### src/rtl/csnl_pkg.sv
package csnl_pkg;

  // Largest face edge that the tile coordinates can address.
  localparam int unsigned MaxGrid = 64;

  localparam int unsigned FaceW = 3;
  localparam int unsigned CoordW = 6;
  localparam int unsigned SizeW = 7;
  localparam int unsigned StepW = 2;

  localparam logic [FaceW-1:0] LastFace = 3'd5;
  localparam logic [SizeW-1:0] MaxGridSize = SizeW'(MaxGrid);

  // Face sides: left is column 0, right the last column, bottom row 0, top the last row.
  typedef enum logic [1:0] {
    SIDE_L = 2'd0,
    SIDE_R = 2'd1,
    SIDE_B = 2'd2,
    SIDE_T = 2'd3
  } side_e;

  // One edge crossing: face entered, side it is entered from, reversed position.
  typedef struct packed {
    logic [FaceW-1:0] face;
    side_e            side;
    logic             rev;
  } edge_t;

  // A tile on the cube.
  typedef struct packed {
    logic [FaceW-1:0]  face;
    logic [CoordW-1:0] col;
    logic [CoordW-1:0] row;
  } loc_t;

  localparam edge_t EDGE_TAB [0:5][0:3] = '{
    '{'{3'd4, SIDE_R, 1'b0}, '{3'd1, SIDE_L, 1'b0}, '{3'd5, SIDE_T, 1'b0}, '{3'd3, SIDE_B, 1'b0}},
    '{'{3'd0, SIDE_R, 1'b0}, '{3'd2, SIDE_L, 1'b0}, '{3'd5, SIDE_R, 1'b1}, '{3'd3, SIDE_R, 1'b0}},
    '{'{3'd1, SIDE_R, 1'b0}, '{3'd4, SIDE_L, 1'b0}, '{3'd5, SIDE_B, 1'b1}, '{3'd3, SIDE_T, 1'b1}},
    '{'{3'd4, SIDE_T, 1'b1}, '{3'd1, SIDE_T, 1'b0}, '{3'd0, SIDE_T, 1'b0}, '{3'd2, SIDE_T, 1'b1}},
    '{'{3'd2, SIDE_R, 1'b0}, '{3'd0, SIDE_L, 1'b0}, '{3'd5, SIDE_L, 1'b0}, '{3'd3, SIDE_L, 1'b1}},
    '{'{3'd4, SIDE_B, 1'b0}, '{3'd1, SIDE_B, 1'b1}, '{3'd2, SIDE_B, 1'b1}, '{3'd0, SIDE_B, 1'b0}}
  };

  // Edge table lookup; faces above the last one never reach a real crossing.
  function automatic edge_t edge_lookup(logic [FaceW-1:0] face, side_e side);
    edge_t e;
    e = '{3'd0, SIDE_L, 1'b0};
    if (face <= LastFace) begin
      e = EDGE_TAB[face][side];
    end
    return e;
  endfunction

  // Step code to signed step: 01 is +1, 00 is 0, both negative codes are -1.
  function automatic logic signed [StepW-1:0] step_decode(logic [StepW-1:0] code);
    logic signed [StepW-1:0] s;
    case (code)
      2'b00:   s = 2'sd0;
      2'b01:   s = 2'sd1;
      default: s = -2'sd1;
    endcase
    return s;
  endfunction

  // True when moving coordinate p by d leaves 0..n-1.
  function automatic logic leaves(logic [CoordW-1:0] p, logic signed [StepW-1:0] d,
                                  logic [SizeW-1:0] n);
    logic signed [SizeW:0] q;
    q = $signed({2'b00, p}) + $signed({{(SizeW-1){d[StepW-1]}}, d});
    return (q < 0) || (q >= $signed({1'b0, n}));
  endfunction

  // One single-axis step, crossing an edge through the table when needed.
  function automatic loc_t step_one(logic [SizeW-1:0] n, loc_t p,
                                    logic signed [StepW-1:0] dx,
                                    logic signed [StepW-1:0] dy);
    logic signed [SizeW:0] nx;
    logic signed [SizeW:0] ny;
    logic signed [SizeW:0] lim;
    logic [SizeW-1:0]      last;
    logic [SizeW-1:0]      pos;
    side_e                 side;
    edge_t                 e;
    loc_t                  r;
    nx   = $signed({2'b00, p.col}) + $signed({{(SizeW-1){dx[StepW-1]}}, dx});
    ny   = $signed({2'b00, p.row}) + $signed({{(SizeW-1){dy[StepW-1]}}, dy});
    lim  = $signed({1'b0, n});
    last = n - SizeW'(1);
    r    = p;
    if (nx >= 0 && nx < lim && ny >= 0 && ny < lim) begin
      r.col = nx[CoordW-1:0];
      r.row = ny[CoordW-1:0];
    end else begin
      if (nx < 0) begin
        side = SIDE_L;
      end else if (nx >= lim) begin
        side = SIDE_R;
      end else if (ny < 0) begin
        side = SIDE_B;
      end else begin
        side = SIDE_T;
      end
      e = edge_lookup(p.face, side);
      if (side == SIDE_L || side == SIDE_R) begin
        pos = {1'b0, p.row};
      end else begin
        pos = {1'b0, p.col};
      end
      if (e.rev) begin
        pos = last - pos;
      end
      r.face = e.face;
      case (e.side)
        SIDE_L: begin
          r.col = '0;
          r.row = pos[CoordW-1:0];
        end
        SIDE_R: begin
          r.col = last[CoordW-1:0];
          r.row = pos[CoordW-1:0];
        end
        SIDE_B: begin
          r.col = pos[CoordW-1:0];
          r.row = '0;
        end
        default: begin
          r.col = pos[CoordW-1:0];
          r.row = last[CoordW-1:0];
        end
      endcase
    end
    return r;
  endfunction

endpackage

### src/rtl/csnl_if.sv
// Query item channel.
interface csnl_in_if;
  logic                                   valid;
  logic                                   ready;
  logic [csnl_pkg::FaceW-1:0]             cell_face;
  logic [csnl_pkg::CoordW-1:0]            cell_col;
  logic [csnl_pkg::CoordW-1:0]            cell_row;
  logic signed [csnl_pkg::StepW-1:0]      step_x;
  logic signed [csnl_pkg::StepW-1:0]      step_y;

  modport source (output valid, cell_face, cell_col, cell_row, step_x, step_y, input ready);
  modport sink   (input valid, cell_face, cell_col, cell_row, step_x, step_y, output ready);
endinterface

// Result item channel.
interface csnl_out_if;
  logic                        valid;
  logic                        ready;
  logic [csnl_pkg::FaceW-1:0]  neighbor_face;
  logic [csnl_pkg::CoordW-1:0] neighbor_col;
  logic [csnl_pkg::CoordW-1:0] neighbor_row;
  logic                        bad_input;

  modport source (output valid, neighbor_face, neighbor_col, neighbor_row, bad_input,
                  input ready);
  modport sink   (input valid, neighbor_face, neighbor_col, neighbor_row, bad_input,
                  output ready);
endinterface

// Grid size register write channel.
interface csnl_cfg_if;
  logic                       valid;
  logic                       ready;
  logic [csnl_pkg::SizeW-1:0] grid_size;

  modport source (output valid, grid_size, input ready);
  modport sink   (input valid, grid_size, output ready);
endinterface

### src/rtl/cubed_sphere_neighbor_locate.sv
// Channel   | Dir | Handshake    | Payload
// in_i      | in  | valid/ready  | cell_face, cell_col, cell_row, step_x, step_y
// out_o     | out | valid/ready  | neighbor_face, neighbor_col, neighbor_row, bad_input
// cfg_i     | in  | valid/ready  | grid_size (always ready)
//
// One item per clock sustained while the result side is ready. Each item passes through
// the input register and then the result register, with the edge-table walk of both
// single steps between them. Reset clears both valid bits and sets the grid size to 1.
// A stalled result holds in the output register; the input register keeps accepting
// while the result register can move on.
module cubed_sphere_neighbor_locate (
  input  logic       clk_i,
  input  logic       rst_ni,
  csnl_in_if.sink    in_i,
  csnl_out_if.source out_o,
  csnl_cfg_if.sink   cfg_i
);

  logic [csnl_pkg::SizeW-1:0] grid_size_q;

  logic                               s1_valid_q;
  logic [csnl_pkg::FaceW-1:0]         s1_face_q;
  logic [csnl_pkg::CoordW-1:0]        s1_col_q;
  logic [csnl_pkg::CoordW-1:0]        s1_row_q;
  logic signed [csnl_pkg::StepW-1:0]  s1_dx_q;
  logic signed [csnl_pkg::StepW-1:0]  s1_dy_q;

  logic                  out_valid_q;
  csnl_pkg::loc_t        out_loc_q;
  logic                  out_bad_q;

  logic                  out_take;
  logic                  s1_take;
  logic [csnl_pkg::SizeW-1:0] size_eff;
  logic                  bad_d;
  logic                  lv_x;
  logic                  lv_y;
  logic                  both;
  logic                  y_first;
  logic signed [csnl_pkg::StepW-1:0] a_dx, a_dy, b_dx, b_dy;
  csnl_pkg::loc_t        start_loc;
  csnl_pkg::loc_t        mid_loc;
  csnl_pkg::loc_t        end_loc;
  csnl_pkg::loc_t        res_d;

  // Handshakes: the result register frees up when empty or taken.
  assign out_take   = !out_valid_q || out_o.ready;
  assign s1_take    = !s1_valid_q || out_take;
  assign in_i.ready = s1_take;
  assign cfg_i.ready = 1'b1;

  // Grid size register.
  always_ff @(posedge clk_i or negedge rst_ni) begin
    if (!rst_ni) begin
      grid_size_q <= csnl_pkg::SizeW'(1);
    end else if (cfg_i.valid) begin
      grid_size_q <= cfg_i.grid_size;
    end
  end

  // Input register.
  always_ff @(posedge clk_i or negedge rst_ni) begin
    if (!rst_ni) begin
      s1_valid_q <= 1'b0;
    end else if (s1_take) begin
      s1_valid_q <= in_i.valid;
    end
  end

  always_ff @(posedge clk_i) begin
    if (s1_take && in_i.valid) begin
      s1_face_q <= in_i.cell_face;
      s1_col_q  <= in_i.cell_col;
      s1_row_q  <= in_i.cell_row;
      s1_dx_q   <= csnl_pkg::step_decode(in_i.step_x);
      s1_dy_q   <= csnl_pkg::step_decode(in_i.step_y);
    end
  end

  // Effective size saturates at the largest grid.
  assign size_eff = (grid_size_q > csnl_pkg::MaxGridSize) ? csnl_pkg::MaxGridSize
                                                          : grid_size_q;

  assign bad_d = (s1_face_q > csnl_pkg::LastFace) ||
                 ({1'b0, s1_col_q} >= size_eff) ||
                 ({1'b0, s1_row_q} >= size_eff);

  // A diagonal goes x then y, or y then x when only the x step leaves the face.
  // At a cube corner the y step is dropped.
  always_comb begin
    lv_x    = csnl_pkg::leaves(s1_col_q, s1_dx_q, size_eff);
    lv_y    = csnl_pkg::leaves(s1_row_q, s1_dy_q, size_eff);
    both    = (s1_dx_q != 2'sd0) && (s1_dy_q != 2'sd0);
    y_first = both && lv_x && !lv_y;
    if (y_first) begin
      a_dx = 2'sd0;
      a_dy = s1_dy_q;
      b_dx = s1_dx_q;
      b_dy = 2'sd0;
    end else begin
      a_dx = s1_dx_q;
      a_dy = 2'sd0;
      b_dx = 2'sd0;
      b_dy = (both && lv_x && lv_y) ? 2'sd0 : s1_dy_q;
    end
    start_loc = '{face: s1_face_q, col: s1_col_q, row: s1_row_q};
    mid_loc   = csnl_pkg::step_one(size_eff, start_loc, a_dx, a_dy);
    end_loc   = csnl_pkg::step_one(size_eff, mid_loc, b_dx, b_dy);
    res_d     = bad_d ? '0 : end_loc;
  end

  // Result register.
  always_ff @(posedge clk_i or negedge rst_ni) begin
    if (!rst_ni) begin
      out_valid_q <= 1'b0;
    end else if (out_take) begin
      out_valid_q <= s1_valid_q;
    end
  end

  always_ff @(posedge clk_i) begin
    if (out_take && s1_valid_q) begin
      out_loc_q <= res_d;
      out_bad_q <= bad_d;
    end
  end

  assign out_o.valid         = out_valid_q;
  assign out_o.neighbor_face = out_loc_q.face;
  assign out_o.neighbor_col  = out_loc_q.col;
  assign out_o.neighbor_row  = out_loc_q.row;
  assign out_o.bad_input     = out_bad_q;

endmodule

### src/flat_wrapper.sv
// flat-port wrapper written by rule: the top's interface ports become plain ports
module cubed_sphere_neighbor_locate_flat 
  (clk_i, rst_ni, in_i_valid, in_i_cell_face, in_i_cell_col, in_i_cell_row, in_i_step_x, in_i_step_y, in_i_ready, out_o_valid, out_o_neighbor_face, out_o_neighbor_col, out_o_neighbor_row, out_o_bad_input, out_o_ready, cfg_i_valid, cfg_i_grid_size, cfg_i_ready);
  csnl_in_if in_i_i ();
  csnl_out_if out_o_i ();
  csnl_cfg_if cfg_i_i ();
  input  logic clk_i;
  input  logic rst_ni;
  input wire logic [$bits(in_i_i.valid)-1:0] in_i_valid;
  input wire logic [$bits(in_i_i.cell_face)-1:0] in_i_cell_face;
  input wire logic [$bits(in_i_i.cell_col)-1:0] in_i_cell_col;
  input wire logic [$bits(in_i_i.cell_row)-1:0] in_i_cell_row;
  input wire logic [$bits(in_i_i.step_x)-1:0] in_i_step_x;
  input wire logic [$bits(in_i_i.step_y)-1:0] in_i_step_y;
  output wire logic [$bits(in_i_i.ready)-1:0] in_i_ready;
  output wire logic [$bits(out_o_i.valid)-1:0] out_o_valid;
  output wire logic [$bits(out_o_i.neighbor_face)-1:0] out_o_neighbor_face;
  output wire logic [$bits(out_o_i.neighbor_col)-1:0] out_o_neighbor_col;
  output wire logic [$bits(out_o_i.neighbor_row)-1:0] out_o_neighbor_row;
  output wire logic [$bits(out_o_i.bad_input)-1:0] out_o_bad_input;
  input wire logic [$bits(out_o_i.ready)-1:0] out_o_ready;
  input wire logic [$bits(cfg_i_i.valid)-1:0] cfg_i_valid;
  input wire logic [$bits(cfg_i_i.grid_size)-1:0] cfg_i_grid_size;
  output wire logic [$bits(cfg_i_i.ready)-1:0] cfg_i_ready;
  assign in_i_i.valid = in_i_valid;
  assign in_i_i.cell_face = in_i_cell_face;
  assign in_i_i.cell_col = in_i_cell_col;
  assign in_i_i.cell_row = in_i_cell_row;
  assign in_i_i.step_x = in_i_step_x;
  assign in_i_i.step_y = in_i_step_y;
  assign in_i_ready = in_i_i.ready;
  assign out_o_valid = out_o_i.valid;
  assign out_o_neighbor_face = out_o_i.neighbor_face;
  assign out_o_neighbor_col = out_o_i.neighbor_col;
  assign out_o_neighbor_row = out_o_i.neighbor_row;
  assign out_o_bad_input = out_o_i.bad_input;
  assign out_o_i.ready = out_o_ready;
  assign cfg_i_i.valid = cfg_i_valid;
  assign cfg_i_i.grid_size = cfg_i_grid_size;
  assign cfg_i_ready = cfg_i_i.ready;
  cubed_sphere_neighbor_locate u_core (.clk_i(clk_i), .rst_ni(rst_ni), .in_i(in_i_i), .out_o(out_o_i), .cfg_i(cfg_i_i));
endmodule
### config.mk
export PLATFORM = sky130hd
export DESIGN_NAME = cubed_sphere_neighbor_locate_flat
export DESIGN_NICKNAME = d
export VERILOG_FILES = /design/src/rtl/csnl_pkg.sv /design/src/rtl/csnl_if.sv /design/src/rtl/cubed_sphere_neighbor_locate.sv /design/src/flat_wrapper.sv
export SDC_FILE = /design/constraint.sdc
export NUM_CORES = 1
export LEC_CHECK = 0
export ABC_AREA = 1
export BUFFER_PORTS_ARGS = -buffer_cell sky130_fd_sc_hd__buf_2
export CAP_MARGIN = 20
export CORE_MARGIN = 2
export CORE_UTILIZATION = 25
export CTS_CLUSTER_DIAMETER = 30
export DETAILED_ROUTE_END_ITERATION = 10
export REMOVE_ABC_BUFFERS = 1
export SLEW_MARGIN = 20
export SYNTH_ARGS = -nofsm -noshare
export SYNTH_HDL_FRONTEND = slang
export SYNTH_SLANG_ARGS = --single-unit
### constraint.sdc
create_clock -name clk_i -period 19.2 [get_ports clk_i]
set_input_delay 3.84 -clock clk_i [delete_from_list [all_inputs] [get_ports clk_i]]
set_output_delay 3.84 -clock clk_i [all_outputs]
set_load 0.01 [all_outputs]
==> results by group <==
Global routing
  • GR peak layer: met2
  • First-pass GRT wire length: 29700 um
  • GRT Total Usage: 0.130
  • Met2 Use GR: 0.214
  • Met3 usage: 0.0260
  • Met1 Usage GRT: 0.177
  • Antenna violations before repair: 0
  • GRT Residual Overflow: 0
  • Largest net degree at the start of global routing: 26
  • Vias in the first global route: 5866

Cells and area
  • Share of cells above drive strength 1: 0.149
  • Most common cell after layout, fill and taps aside: nand2_1
  • N_diodes: 0
  • Nets@finish: 1163
  • Area grow syn2layout: 11.3%
  • Most frequent cells in the layout: nand2_1, inv_1, ha_1

Routing
  • Remaining DRCs: 0
  • DR vias: 6213
  • Routed WL: 18500 um
  • Initial drt markers: 384
  • Vias/cell: 4.51
  • Routed WL per cell: 13.4 um
  • Antenna-violating nets left: 0
  • Drt pass-1 iters: 5

STA
  • TNS Setup: 0 ns
  • Slew Limit Headroom: 0.403
  • Fin crit period: 11.63 ns
  • Worst Tran Pin Value: 0.892 ns
  • Clock skew: 0.00607 ns
  • RSZ-0062 raised after global routing: no
  • FMAX: 86.0 MHz
  • Tcrit/Tclk final: 0.606
  • Hold Violations, Final: 0
  • Slew Limit Fails: 0
  • Final setup violation count: 0

Worst setup path
  • Crit path max fanout: 17
  • Nature of the critical path startpoint: flop
  • Worst path max stage delay: 0.77 ns
  • CP max-delay cell: edfxtp_1
  • CP Buf/Inv Count: 5
  • Worst Path Required: 19.24 ns
  • WP data arrival: 11.67 ns
  • WS Path Type: reg -> reg
  • Top Family by Delay on Critical Path: simple AND/OR/NAND/NOR gates
  • Most common cell on crit path: nand2_1
  • CP endpoint kind: flop

CTS
  • Number of clock sinks: 44
  • Inserted Clock Buffers: 5
  • H-tree depth: 2
  • CTS tree: yes
  • # resized after CTS: 0
  • Root Buffer: clkbuf_16
  • # hold bufs at CTS: 0
  • Post-CTS setup buffer count: 0
  • Clock transition at path regs: 0.07 ns
  • Skew-Pair Late Insertion Delay: 0.30 ns
  • Max Root-Sink Buffers: 2

Floorplan
  • DIE AREA: 29000 um^2
  • DIE HEIGHT: 170 um
  • Die width: 170 um
  • Core box area: 27100 um^2
  • Effective utilization at floorplan: 0.255
  • Rows: 60
  • Ports: 50

Synth
  • Post-synth EDFFs: 35
  • Synth warn: 0
  • Async set-or-reset flop fraction in the synthesized netlist: 0.205
  • Avg Cell Area, Syn: 7.18 um^2
  • Post-synthesis sequential area ratio: 0.185
  • Syn Std Cell Area: 6920 um^2
  • Post-synth cell types: 50
  • Synth Flop Type: edfxtp_1
  • Gate Count Post-Synth: 964
  • Yosys reg bits: 44

Placed design
  • Port Buffers: 48
  • Final RePlAce weighted congestion: 0.911
  • HPWL after detailed placement: 15300 um

Run status
  • Status: complete, no violations

Flow run
  • Max_cap viols: 0

Hold path
  • Worst min-delay path class: reg -> reg
[cell families (layout without fill, tap and decap cells)]
family | after synthesis | after routing | share of synthesized area
flip-flops | 44 | 44 | 0.185
AND/OR/NAND/NOR | 439 | 439 | 0.303
buffers and inverters | 173 | 214 | 0.0980
multiplexers | 7 | 7 | 0.0107
adder cells (fa/ha/maj) | 128 | 128 | 0.240
AO/OA/AOI/OAI | 132 | 132 | 0.111
XOR/XNOR | 40 | 40 | 0.0517
other | 1 | 1 | 0.000542
[through the flow]
stage	cell area [um^2]	std cells	hold slack (ns)	worst slack, ns	utilization
floorplan	6830	947	0.447	9.07	-
global placement	7550	1369	0.462	8.08	0.279
detailed placement	7550	1369	0.479	7.72	0.279
CTS	7700	1377	0.492	7.68	0.284
global route	7700	1377	0.526	6.28	0.284
finish	7700	1377	0.487	7.57	0.284
[final cells by class]
| type | instances | area (um^2) |
|---|---|---|
| sequential | 44 | 1280 |
| timing repair buffer | 50 | 255 |
| clock inverter | 3 | 25.0 |
| clock buffer | 5 | 125 |
| multi-input combinational | 747 | 4970 |
| inverter | 156 | 588 |
| fill | 2958 | 19400 |
| tap | 372 | 465 |
[worst min-delay path, delay by kind of cell (launching register included)]
kind / cells / cell delay, ns
AND/OR/NAND/NOR: 1 / 0.06
flip-flops: 1 / 0.34
buffers and inverters: 1 / 0.05
[cell usage after synthesis (8+ instances only)]
cell type,count,share of area
nand2_1,219,0.12
inv_1,143,0.078
ha_1,120,0.22
nand3_1,95,0.069
a21oi_1,64,0.046
nor2_1,42,0.023
edfxtp_1,35,0.15
o21ai_0,31,0.022
xor2_1,26,0.033
nand2_2,23,0.021
xnor2_1,13,0.016
inv_2,12,0.0065
nand4_1,12,0.011
or2_2,12,0.011
a21oi_2,8,0.010
clkbuf_1,8,0.0043
dfrtp_1,8,0.029
fa_1,8,0.023
nand3_2,8,0.012
nor2_4,8,0.013
[layer usage]
layer	vias to the layer above	part of all wire
li1	3244	-
met1	2827	0.49
met2	123	0.45
met3	19	0.047
met4	0	0.012
met5	-	0
[path summary, 6_finish.rpt]
kind	from	end	slack, ns	depth (start not counted)
hold reg to reg	u_core.s1_valid_q	u_core.out_o.valid	0.49	2
setup reg to reg	u_core.s1_dx_q[1]	u_core.out_o.neighbor_row[5]	7.57	65
setup / recovery	u_core.s1_dx_q[1]	u_core.out_o.neighbor_row[5]	7.57	65
hold / removal	u_core.s1_valid_q	u_core.out_o.valid	0.49	2
max in group asynchronous	rst_ni	u_core.grid_size_q[0]	15.59	1
min in group asynchronous	rst_ni	u_core.s1_valid_q	3.37	1
[flip-flops by register name (all words and copies together), names as in the netlist]
signal / count
u_core.s1_face_q: 3
u_core.out_o.valid: 1
u_core.out_o.neighbor_row: 6
u_core.grid_size_q: 7
u_core.s1_col_q: 6
u_core.s1_row_q: 6
u_core.s1_dx_q: 2
u_core.out_o.bad_input: 1
u_core.out_o.neighbor_face: 3
u_core.out_o.neighbor_col: 6
u_core.s1_dy_q: 2
u_core.s1_valid_q: 1
Power is not shown: default switching activity piles up to over one toggle a cycle in this logic, so the estimate is an artifact.
